<file path="config.mk">
export PLATFORM = sky130hd
export DESIGN_NAME = stsi_update
export DESIGN_NICKNAME = d
export VERILOG_FILES = /design/src/hw/rtl/sparse_transpose_scatter_index_assert.svh /design/src/hw/rtl/stsi_pkg.sv /design/src/hw/rtl/stsi_update.sv
export SDC_FILE = /design/constraint.sdc
export NUM_CORES = 1
export LEC_CHECK = 0
export ABC_AREA = 1
export BUFFER_PORTS_ARGS = -buffer_cell sky130_fd_sc_hd__buf_2
export CORE_AREA = 2 2 133 135
export DETAILED_ROUTE_END_ITERATION = 16
export DIE_AREA = 0 0 135 137
export SETUP_SLACK_MARGIN = 0.3
export SYNTH_ARGS = -nofsm -noshare
export SYNTH_HDL_FRONTEND = slang
export SYNTH_SLANG_ARGS = --single-unit
</file>
<file path="constraint.sdc">
create_clock -name vclk -period 4.8
set_input_delay 0.96 -clock vclk [all_inputs]
set_output_delay 0.96 -clock vclk [all_outputs]
set_load 0.03 [all_outputs]
</file>
<file path="src/hw/rtl/sparse_transpose_scatter_index_assert.svh">
// Assertion macros for the sparse transpose scatter-index block.
// Used by the top level only; expects clk and rst_n in scope.
`ifndef SPARSE_TRANSPOSE_SCATTER_INDEX_ASSERT_SVH
`define SPARSE_TRANSPOSE_SCATTER_INDEX_ASSERT_SVH

// check a property on every clock edge outside reset
`define STSI_ASSERT(lbl, prop, msg) \
  lbl: assert property (@(posedge clk) disable iff (!rst_n) prop) else $error(msg);

// check a property on every clock edge, reset included
`define STSI_ASSERT_ALWAYS(lbl, prop, msg) \
  lbl: assert property (@(posedge clk) prop) else $error(msg);

`endif

</file>
<file path="src/hw/rtl/stsi_pkg.sv">
// Types, codes and sizes for the sparse transpose scatter-index block.
// No dependencies.
package stsi_pkg;

  localparam int MAX_ROWS     = 1024;
  localparam int MAX_NONZEROS = 65536;
  localparam int ROW_W        = $clog2(MAX_ROWS);
  localparam int CNT_W        = ROW_W + 1;
  localparam int POS_W        = 17;
  localparam int SUM_W        = POS_W + 1;
  localparam int COL_W        = 16;
  localparam int COEF_W       = 64;
  localparam int OP_W         = 2;
  localparam int ST_W         = 3;

  localparam logic [CNT_W-1:0] ROWS_LIMIT = CNT_W'(MAX_ROWS);
  localparam logic [SUM_W-1:0] NZ_LIMIT   = SUM_W'(MAX_NONZEROS);

  localparam logic [OP_W-1:0] OP_DECLARE = 2'd0;
  localparam logic [OP_W-1:0] OP_ENTRY   = 2'd1;
  localparam logic [OP_W-1:0] OP_CLEAR   = 2'd2;

  localparam logic [ST_W-1:0] ST_OK            = 3'd0;
  localparam logic [ST_W-1:0] ST_ROW_FULL      = 3'd1;
  localparam logic [ST_W-1:0] ST_NOT_LOADED    = 3'd2;
  localparam logic [ST_W-1:0] ST_TOO_MANY_ROWS = 3'd3;
  localparam logic [ST_W-1:0] ST_OVERFLOW      = 3'd4;

  typedef struct packed {
    logic [OP_W-1:0]   operation;
    logic [POS_W-1:0]  row_size;
    logic [ROW_W-1:0]  row_index;
    logic [COL_W-1:0]  col_index;
    logic [COEF_W-1:0] coef_bits;
  } in_beat_t;

  typedef struct packed {
    logic [POS_W-1:0]  position;
    logic [COL_W-1:0]  out_col;
    logic [COEF_W-1:0] out_coef_bits;
    logic [ST_W-1:0]   status;
  } out_beat_t;

  typedef struct packed {
    logic [POS_W-1:0] fill_ptr;
    logic [POS_W-1:0] end_slot;
  } row_word_t;

  localparam int WORD_W = $bits(row_word_t);

  typedef struct packed {
    logic             en;
    logic [ROW_W-1:0] addr;
    row_word_t        data;
  } row_wr_t;

endpackage

</file>
<file path="src/hw/rtl/stsi_update.sv">
// Per-beat update: row declare, entry slot lookup, clear; forms result
// and row-table write. Depends on stsi_pkg.
module stsi_update (
  input  stsi_pkg::in_beat_t               beat,
  input  stsi_pkg::row_word_t              row_word,
  input  logic [stsi_pkg::CNT_W-1:0]       rows_loaded,
  input  logic [stsi_pkg::POS_W-1:0]       running_total,
  output stsi_pkg::out_beat_t              result,
  output stsi_pkg::row_wr_t                row_wr,
  output logic [stsi_pkg::CNT_W-1:0]       rows_loaded_nxt,
  output logic [stsi_pkg::POS_W-1:0]       running_total_nxt
);
  import stsi_pkg::*;

  logic [SUM_W-1:0] total;
  logic             row_loaded;
  logic             row_full;

  assign total      = {1'b0, running_total} + {1'b0, beat.row_size};
  assign row_loaded = {1'b0, beat.row_index} < rows_loaded;
  assign row_full   = row_word.fill_ptr >= row_word.end_slot;

  always_comb begin
    result            = '0;
    row_wr            = '0;
    rows_loaded_nxt   = rows_loaded;
    running_total_nxt = running_total;
    case (beat.operation)
      OP_DECLARE: begin
        result.position = running_total;
        if (rows_loaded >= ROWS_LIMIT) begin
          result.status = ST_TOO_MANY_ROWS;
        end else if (total > NZ_LIMIT) begin
          result.status = ST_OVERFLOW;
        end else begin
          result.status         = ST_OK;
          row_wr.en             = 1'b1;
          row_wr.addr           = rows_loaded[ROW_W-1:0];
          row_wr.data.fill_ptr  = running_total;
          row_wr.data.end_slot  = total[POS_W-1:0];
          running_total_nxt     = total[POS_W-1:0];
          rows_loaded_nxt       = rows_loaded + CNT_W'(1);
        end
      end
      OP_ENTRY: begin
        result.out_col       = beat.col_index;
        result.out_coef_bits = beat.coef_bits;
        if (!row_loaded) begin
          result.status = ST_NOT_LOADED;
        end else if (row_full) begin
          result.status = ST_ROW_FULL;
        end else begin
          result.status        = ST_OK;
          result.position      = row_word.fill_ptr;
          row_wr.en            = 1'b1;
          row_wr.addr          = beat.row_index;
          row_wr.data.fill_ptr = row_word.fill_ptr + POS_W'(1);
          row_wr.data.end_slot = row_word.end_slot;
        end
      end
      OP_CLEAR: begin
        rows_loaded_nxt   = '0;
        running_total_nxt = '0;
      end
      default: begin
      end
    endcase
  end

endmodule
</file>
==> results of run 1 <==
[where the power goes]
part / internal (W) / switching [W] / leakage (nW)
Sequential: 0 / 0 / 0
Combinational: 0.000299 / 0.000545 / 4.31
Clock: 0.0000000000281 / 0 / 0.00000634
Total: 0.000299 / 0.000545 / 4.31
[cell type report]
class / count / area share [%]
Tap cell: 225 / 4.25
Multi-Input combinational cell: 588 / 53.2
Inverter: 197 / 11.2
Timing Repair Buffer: 368 / 31.2
Antenna cell: 1 / 0.0378
[path summary, 6_finish.rpt]
path / from / end / slack, ns / cells after the start
max: running_total[0] / rows_loaded_nxt[0] / 0.39 / 17
min: beat[28] / result[31] / 2.25 / 4
[worst max-delay path: cells and delay by family]
family / cells / cell delay [ns]
compound gates: 1 / 0.16
xor+xnor: 1 / 0.19
fa+ha+maj: 3 / 0.82
buf+inv: 3 / 0.40
simple gates: 9 / 0.91
[synthesized netlist by cell type (10+ instances only)]
| master | number |
|---|---|
| nand3_1 | 61 |
| ha_1 | 47 |
| clkbuf_1 | 17 |
| xor2_1 | 16 |
| o21ai_0 | 30 |
| o21ai_1 | 25 |
| nand4_1 | 14 |
| nor3_1 | 14 |
| nand3b_1 | 15 |
| nor2_1 | 118 |
| a21oi_1 | 24 |
| o22ai_1 | 10 |
| inv_1 | 192 |
| nand2_1 | 179 |
[logic make-up (layout without fill, tap and decap cells)]
logic type	count (synthesis)	in the layout	synth area share, %
AOI/OAI and AO/OA	104	104	14.3
xor gates and xnor gates	17	17	3.70
adders and majority gates	48	48	15.1
buffers and inverters	222	565	21.5
other	0	1	0
and+or+nand+nor	415	419	45.3
[through the flow]
step | cell area [um2] | utilization [%] | TNS [ns] | std cells | hold slack (ns)
3_3_place_gp | 6000 | 35.2 | -0.0449 | 1362 | 2.25
3_5_place_dp | 6000 | 35.2 | 0 | 1362 | 2.25
6_report | 6620 | 38.8 | 0 | 1379 | 2.25
5_1_grt | 6620 | 38.8 | 0 | 1379 | 2.26
4_1_cts | 6200 | 36.3 | 0 | 1370 | 2.25
2_1_floorplan | 4020 | - | 0 | 806 | 2.04
[routing by layer]
layer,up-vias,track usage (%),part of all wire [%]
li1,3211,-,-
met1,2791,30.3,47
met2,265,34.6,46
met3,8,1.78,6.7
met4,0,2.37,0.43
met5,-,0,0
[what timing repair did]
item / 4_1_cts / 5_1_grt
hold buffers: 0 / 0
setup endpoints to repair: 43 / 87
gates resized for setup: 18 / 100
pin swaps: 1 / 15
buffers inserted: 5 / 6
cloned: 3 / 2
hold endpoints to repair: 0 / 0
==> reports/metrics.yaml, run 1 <==
status:
  status: "completed"
setup_path:
  crit_chain: "buf_6, ha_4, fa_2, nand3_1, nand2_1, nand3_1, nand3_1, nand4_1, nand2_1, xor2_2, nand2_2, nand2_4, inv_1, ha_1, nand3_1, o21ai_2, buf_6"
  cp.arrival_ns: 3.45
  worstSetupStartpointType: "primary input"
  cp-end-kind: "output port"
  slowest_delay_ns: 0.37
  critical-path-slowest-cell: "fa_2"
  cpMostUsedCell: "nand3_1"
  worst_ep_required_time_ns: 3.84
  criticalPathCategory: "in2out"
  cp_max_fo: 5
global_route:
  antenna_found_initial: 1
  grt_pass1_wl_mm: 30.2
  grtUsageTotal_pct: 20.9
  gr-total-overflow: 0
  grt_max_degree: 82
  grt_pass1_vias: 5349
job:
  max_cap_viol_count: 0
synth:
  yosysTopAreaCell: "inv_1"
  avgSynthCellArea_um2: 4.99
  yosysSeqAreaShare_pct: 0
  ys_types: 36
  yosys_warnings: 0
  synth_nets: 1025
  syn_inst: 806
  synth_area_um2: 4020
  synth_area_leaders: "inv_1, nand2_1, ha_1"
  synth_top_area_share_pct: 17.9
route:
  antenna_left: 0
  via_per_inst: 4.55
  vias: 6275
  wl_per_cell_um: 15.9
  first_iter_violations: 314
  routed_wl_mm: 22.0
  first_pass_iters: 5
  drc: 0
timing:
  drv_slew: 0
  min_period_ns: 4.41
  worst_slew_pin_slew_ns: 0.783
  relSlewSlack_pct: 47.8
  hold_viol: 0
  fin_crit_sh_pct: 91.8
  final-setup-viol-count: 0
  max_freq_mhz: 227
  setup_ws_ns: 0.392
  rsz0062_at_grt: "yes"
die:
  rows: 48
  die_area_um2: 18500
  fp.dieW_um: 135
  initial_core_util_pct: 23.6
  fp.dieH_um: 137
  io_pins: 344
  coreArea_um2: 17100
cells_and_area:
  seq_cell_count: 0
  layout-drive-gt1-share_pct: 37.8
  mostFrequentLayoutCell: "buf_2"
  regArea_um2: 0
  fill_cells: 1942
  multi_input_area_um2: 3530
  layout_common_cells: "buf_2, inv_1, nand2_1"
  clkbuf_count: 0
  nets: 1374
  syn2layout_area_growth_pct: 64.8
pwr:
  ir_drop_mv: 0.0641
  leakagePower_nw: 4.31
  powerDensity_nw_per_um2: 127
  total_power_w: 0.000844
place:
  dp_slack_ns: 0.00312
  post-dp-hpwl_mm: 18.1
  portBuffers: 344
  globalplace.congestion: 0.912
worst_hold_path:
  holdCritPathClass: "in2out"
(Power assumes the default switching activity.)
==> run 2: changes to the inputs <==
Settings changed: ABC_CLOCK_PERIOD_IN_PS set to 4500.
Clock period 4.8 ns to 4.5 ns, I/O delays scaled along.
==> reports/metrics.yaml, run 2 (synthesis gave the netlist of run 1 again) <==
route:
  via_per_inst: 4.48  # was 4.55
  wl_per_cell_um: 15.9  # about the same
  vias: 6228  # was 6275
  first_pass_iters: 5  # unchanged
  first_iter_violations: 310  # was 314
  routed_wl_mm: 22.2  # was 22.0 mm
  drc: 0  # unchanged
  antenna_left: 0  # unchanged
worst_hold_path:
  worstHoldStart: "beat[10]"  # was beat[28]
  holdCritPathClass: "in2out"  # unchanged
  min_delay_path_depth: 4  # unchanged
  min_to: "result[13]"  # was result[31]
timing:
  fin_crit_sh_pct: 96.7
  finalSetupTns_ns: 0  # unchanged
  worst_slew_pin_slew_ns: 0.768  # was 0.783 ns
  final-setup-viol-count: 0  # unchanged
  drv_slew: 0  # unchanged
  max_freq_mhz: 230
  relSlewSlack_pct: 48.8  # was 47.8%
  hold_viol: 0  # unchanged
  min_period_ns: 4.35
  rsz0062_at_grt: "yes"  # unchanged
cells_and_area:
  mostFrequentLayoutCell: "buf_2"  # unchanged
  regArea_um2: 0  # unchanged
  layout-drive-gt1-share_pct: 40.9  # was 37.8%
  seq_cell_count: 0  # unchanged
  fill_cells: 1876  # was 1942
  clkbuf_count: 0  # unchanged
  syn2layout_area_growth_pct: 81.0  # was 64.8%
  nets: 1386  # was 1374
  layout_common_cells: "buf_2, inv_1, nand2_1"  # unchanged
  utilization_pct: 42.7  # was 38.8%
place:
  post-dp-hpwl_mm: 18.3  # was 18.1 mm
  globalplace.congestion: 0.905  # was 0.912
  portBuffers: 344  # unchanged
status:
  status: "completed"  # unchanged
pwr:
  ir_drop_mv: 0.0673  # was 0.0641 mV
  powerDensity_nw_per_um2: 135  # was 127 nW/um2
  leakagePower_nw: 4.55  # was 4.31 nW
global_route:
  grt_pass1_wl_mm: 30.7  # was 30.2 mm
  antenna_found_initial: 2  # was 1
  gr-total-overflow: 0  # unchanged
  grt_pass1_vias: 5557  # was 5349
  grt_max_degree: 82  # unchanged
  grtUsageTotal_pct: 21.1  # was 20.9%
setup_path:
  criticalPathCategory: "in2out"  # unchanged
  cp-end-kind: "output port"  # unchanged
  cp.arrival_ns: 3.45  # about the same
  worst_ep_required_time_ns: 3.60  # was 3.84 ns
  worstSetupStartpointType: "primary input"  # unchanged
  cp_max_fo: 11  # was 5
die:
  io_pins: 344  # unchanged
  rows: 48  # unchanged
  fp.dieH_um: 137  # unchanged
  fp.dieW_um: 135  # unchanged
  coreArea_um2: 17100  # unchanged
  initial_core_util_pct: 23.6  # unchanged
  die_area_um2: 18500  # unchanged
job:
  max_cap_viol_count: 0  # unchanged
clocking:
  hold_buffers: 0  # unchanged
run 2: changes by cell type in the layout (fill, tap and decap cells not counted), moves of 4 or more:
cell,delta
nand2_1,-6
ha_1,+5
o21ai_1,-13
nand3_4,+4
nand3_1,-13
ha_4,-5
buf_2,-49
buf_6,+49
o21ai_4,+14
nand3_2,+9
buf_4,+13
nand2_2,+6
run 2: worst max-delay path by stage:
stage / start / to / slack [ns] / depth (start not counted)
4_1_cts: running_total[0] / row_wr[21] / 0.17 / 19
6_report: running_total[0] / row_wr[23] / 0.15 / 19
3_5_place_dp: running_total[0] / row_wr[27] / -0.13 / 19
2_1_floorplan: beat[90] / row_wr[37] / 0.24 / 16
5_1_grt: running_total[0] / row_wr[3] / -0.04 / 18
3_3_place_gp: running_total[0] / row_wr[27] / -0.13 / 19
run 2: final cells by class:
cell class | count | area [um2] | area share (%)
multi-input combinational | 584 | 3670 | 50.4
timing repair buffer | 384 | 2580 | 35.4
inverter | 197 | 746 | 10.2
tap | 225 | 282 | 3.87
antenna | 1 | 2.50 | 0.0344
run 2: metrics by stage:
stage          cell area [um2]  worst slack, ns  hold WS [ns]  total power [W]  std cells
2_1_floorplan             4020            0.235          1.92         0.000501        806
3_3_place_gp              6100           -0.128          2.13         0.000800       1370
3_5_place_dp              6100           -0.126          2.13         0.000802       1370
4_1_cts                   6670            0.172          2.13         0.000893       1379
5_1_grt                   7280          -0.0422          2.14          0.00106       1391
6_report                  7280            0.150          2.13         0.000981       1391
run 2: routing by layer:
layer | track usage [%] | routed length [um] | vias to the layer above
met5 | 0 | 17 | -
met4 | 3.18 | 341 | 2
met3 | 2.37 | 1580 | 21
met2 | 35.3 | 10200 | 250
met1 | 29.8 | 10000 | 2730
li1 | - | - | 3225
run 2: repair_timing:
item,CTS,global route
resized for setup,142,125
gates cloned,1,2
pin swaps,12,23
buffers inserted,8,9
setup endpoints to repair,77,91
run 2: critical path: stages:
cell	delay [ns]
buf_8	0.11
ha_4	0.15
fa_2	0.37
nand2_2	0.10
nand2_2	0.07
nand3b_1	0.10
nand2_2	0.12
nand2_2	0.08
nand2_2	0.06
xor2_2	0.15
nor2_1	0.10
nand3_1	0.09
nand2_2	0.10
nand2_4	0.08
nor2_8	0.19
buf_12	0.17
nand3_1	0.12
o21ai_0	0.16
buf_4	0.22
run 2: power by group:
group | total (W) | internal, W | switching [W]
Combinational | 0.000981 | 0.000379 | 0.000602
Sequential | 0 | 0 | 0
Clock | 0.0000000000298 | 0.0000000000298 | 0
Total | 0.000981 | 0.000379 | 0.000602
==> run 3: changes to the inputs <==
Settings changed: CORE_AREA 2 2 133 135 to 2 2 135 137, DIE_AREA 0 0 135 137 to 0 0 137 139.
==> reports/metrics.yaml, run 3 (synthesis gave the netlist of run 1 again) <==
status:
  status: "completed"  # unchanged
global_route:
  grt-busiest-layer: "met2"  # unchanged
  grt_pass1_wl_mm: 31.5  # was 30.7 mm
  gr-total-overflow: 0  # unchanged
  grtUsageTotal_pct: 20.8  # was 21.1%
  grt_max_degree: 82  # unchanged
  antenna_found_initial: 1  # was 2
  grt_use_met3_pct: 2.49  # was 2.37%
  grt.met2_usage_pct: 35.8  # was 35.3%
  use_met1_pct: 27.4  # was 29.8%
  grt_pass1_vias: 5886  # was 5557
die:
  coreArea_um2: 17700  # was 17100 um2
  io_pins: 344  # unchanged
  die_area_um2: 19000  # was 18500 um2
  fp.dieW_um: 137  # was 135 um
  fp.dieH_um: 139  # was 137 um
  initial_core_util_pct: 22.8  # was 23.6%
  rows: 49  # was 48
cells_and_area:
  layout_common_cells: "buf_2, inv_1, nand2_1"  # unchanged
  mostFrequentLayoutCell: "buf_2"  # unchanged
  syn2layout_area_growth_pct: 84.0  # was 81.0%
  utilization_pct: 41.9  # was 42.7%
  nets: 1384  # was 1386
  seq_cell_count: 0  # unchanged
  clkbuf_count: 0  # unchanged
  layout-drive-gt1-share_pct: 42.5  # was 40.9%
  regArea_um2: 0  # unchanged
setup_path:
  cp_max_fo: 6  # was 11
  worst_ep_required_time_ns: 3.60  # about the same
  criticalPathCategory: "in2out"  # unchanged
  cp-end-kind: "output port"  # unchanged
  worstSetupStartpointType: "primary input"  # unchanged
  cp.arrival_ns: 3.50  # was 3.45 ns
pwr:
  powerDensity_nw_per_um2: 134  # was 135 nW/um2
  p_comb_share_pct: 100.0  # about the same
  total_power_w: 0.000993  # was 0.000981 W
  pwr-share-clk_pct: 0  # about the same
  leakagePower_nw: 4.54  # was 4.55 nW
  switching_share_pct: 61.2  # was 61.3%
  seqPwrFrac_pct: 0  # about the same
  ir_drop_mv: 0.0687  # was 0.0673 mV
  switchingPower_w: 0.000607  # was 0.000602 W
  intPower_w: 0.000385  # was 0.000379 W
place:
  portBuffers: 344  # unchanged
  globalplace.congestion: 0.958  # was 0.905
  post-dp-hpwl_mm: 17.9  # was 18.3 mm
timing:
  max_freq_mhz: 227  # was 230 MHz
  hold_viol: 0  # unchanged
  worst_slew_pin_slew_ns: 0.780  # was 0.768 ns
  min_period_ns: 4.40  # was 4.35 ns
  drv_slew: 0  # unchanged
  final-setup-viol-count: 0  # unchanged
  fin_crit_sh_pct: 97.7  # was 96.7%
  relSlewSlack_pct: 48.0  # was 48.8%
  rsz0062_at_grt: "yes"  # unchanged
clocking:
  hold_buffers: 0  # unchanged
route:
  first_iter_violations: 337  # was 310
  vias: 6430  # was 6228
  first_pass_iters: 7  # was 5
  antenna_left: 0  # unchanged
  drc: 0  # unchanged
  via_per_inst: 4.62  # was 4.48
  routed_wl_mm: 21.8  # was 22.2 mm
  wl_per_cell_um: 15.6  # was 15.9 um
worst_hold_path:
  min_delay_path_depth: 4  # unchanged
  min_to: "result[52]"  # was result[13]
  holdCritPathClass: "in2out"  # unchanged
  worstHoldStart: "beat[49]"  # was beat[10]
job:
  max_cap_viol_count: 0  # unchanged
[run 3: cell types whose count changed in the layout (fill, tap and decap cells not counted), moves of 4 or more]
cell / change
o21ai_1: +7
nand2_2: +10
o21ai_0: -11
nand2_1: -11
ha_4: +5
buf_4: -4
ha_1: -5
[run 3: metal layers]
layer  wire length [um]  vias to the layer above
li1                   -                     3231
met1               9240                     2839
met2              10200                      326
met3               1730                       34
met4                617                        0
met5                  0                        -
[run 3: power groups by stage]
stage / Clock [W] / Combinational, W / Sequential (W)
5_1_grt: 0 / 0.00107 / 0
6_report: 0.0000000000298 / 0.000993 / 0
3_3_place_gp: 0 / 0.000799 / 0
3_5_place_dp: 0 / 0.000799 / 0
2_1_floorplan: 0 / 0.000501 / 0
4_1_cts: 0 / 0.000910 / 0
[run 3: timing repair]
action	in CTS	in global routing
hold endpoints to repair	0	0
gates resized for setup	175	119
cloned	2	1
pin swaps	15	18
setup buffers	10	4
setup endpoints to repair	74	86
[run 3: area by class of cell]
type | count | area [um2]
fill | 1895 | 10300
multi-input combinational | 585 | 3820
timing repair buffer | 381 | 2550
inverter | 197 | 739
tap | 229 | 287
antenna | 1 | 2.50
[run 3: how the worst max path moves through the flow]
stage / start / to / slack, ns / cells after the start
floorplan: beat[90] / row_wr[37] / 0.24 / 16
global placement: running_total[0] / row_wr[38] / -0.18 / 17
detailed placement: running_total[0] / row_wr[27] / -0.19 / 18
CTS: running_total[0] / row_wr[12] / 0.12 / 19
global route: running_total[0] / row_wr[15] / -0.03 / 19
finish: running_total[0] / row_wr[16] / 0.10 / 19
[run 3: stage by stage]
| step | std cells | setup TNS (ns) | hold WS (ns) | instance area [um2] | worst slack (ns) |
|---|---|---|---|---|---|
| after floorplan | 806 | 0 | 1.92 | 4020 | 0.235 |
| after global placement | 1375 | -2.37 | 2.13 | 6100 | -0.180 |
| after detailed placement | 1375 | -1.95 | 2.13 | 6100 | -0.193 |
| after CTS | 1387 | 0 | 2.13 | 6800 | 0.125 |
| after global routing | 1392 | -0.0391 | 2.14 | 7390 | -0.0267 |
| final | 1393 | 0 | 2.13 | 7400 | 0.104 |
[run 3: critical path, stage by stage]
cell	delay, ns
buf_8	0.11
ha_4	0.15
fa_2	0.36
nand2_2	0.10
nand2_2	0.06
nand3b_1	0.10
nand2_2	0.12
xnor2_2	0.18
nand3_1	0.13
nor2_2	0.15
nand3_1	0.10
nand2_2	0.11
nand2_4	0.08
nor2_8	0.13
buf_4	0.16
buf_16	0.12
nand3_2	0.12
o21ai_1	0.13
buf_4	0.18
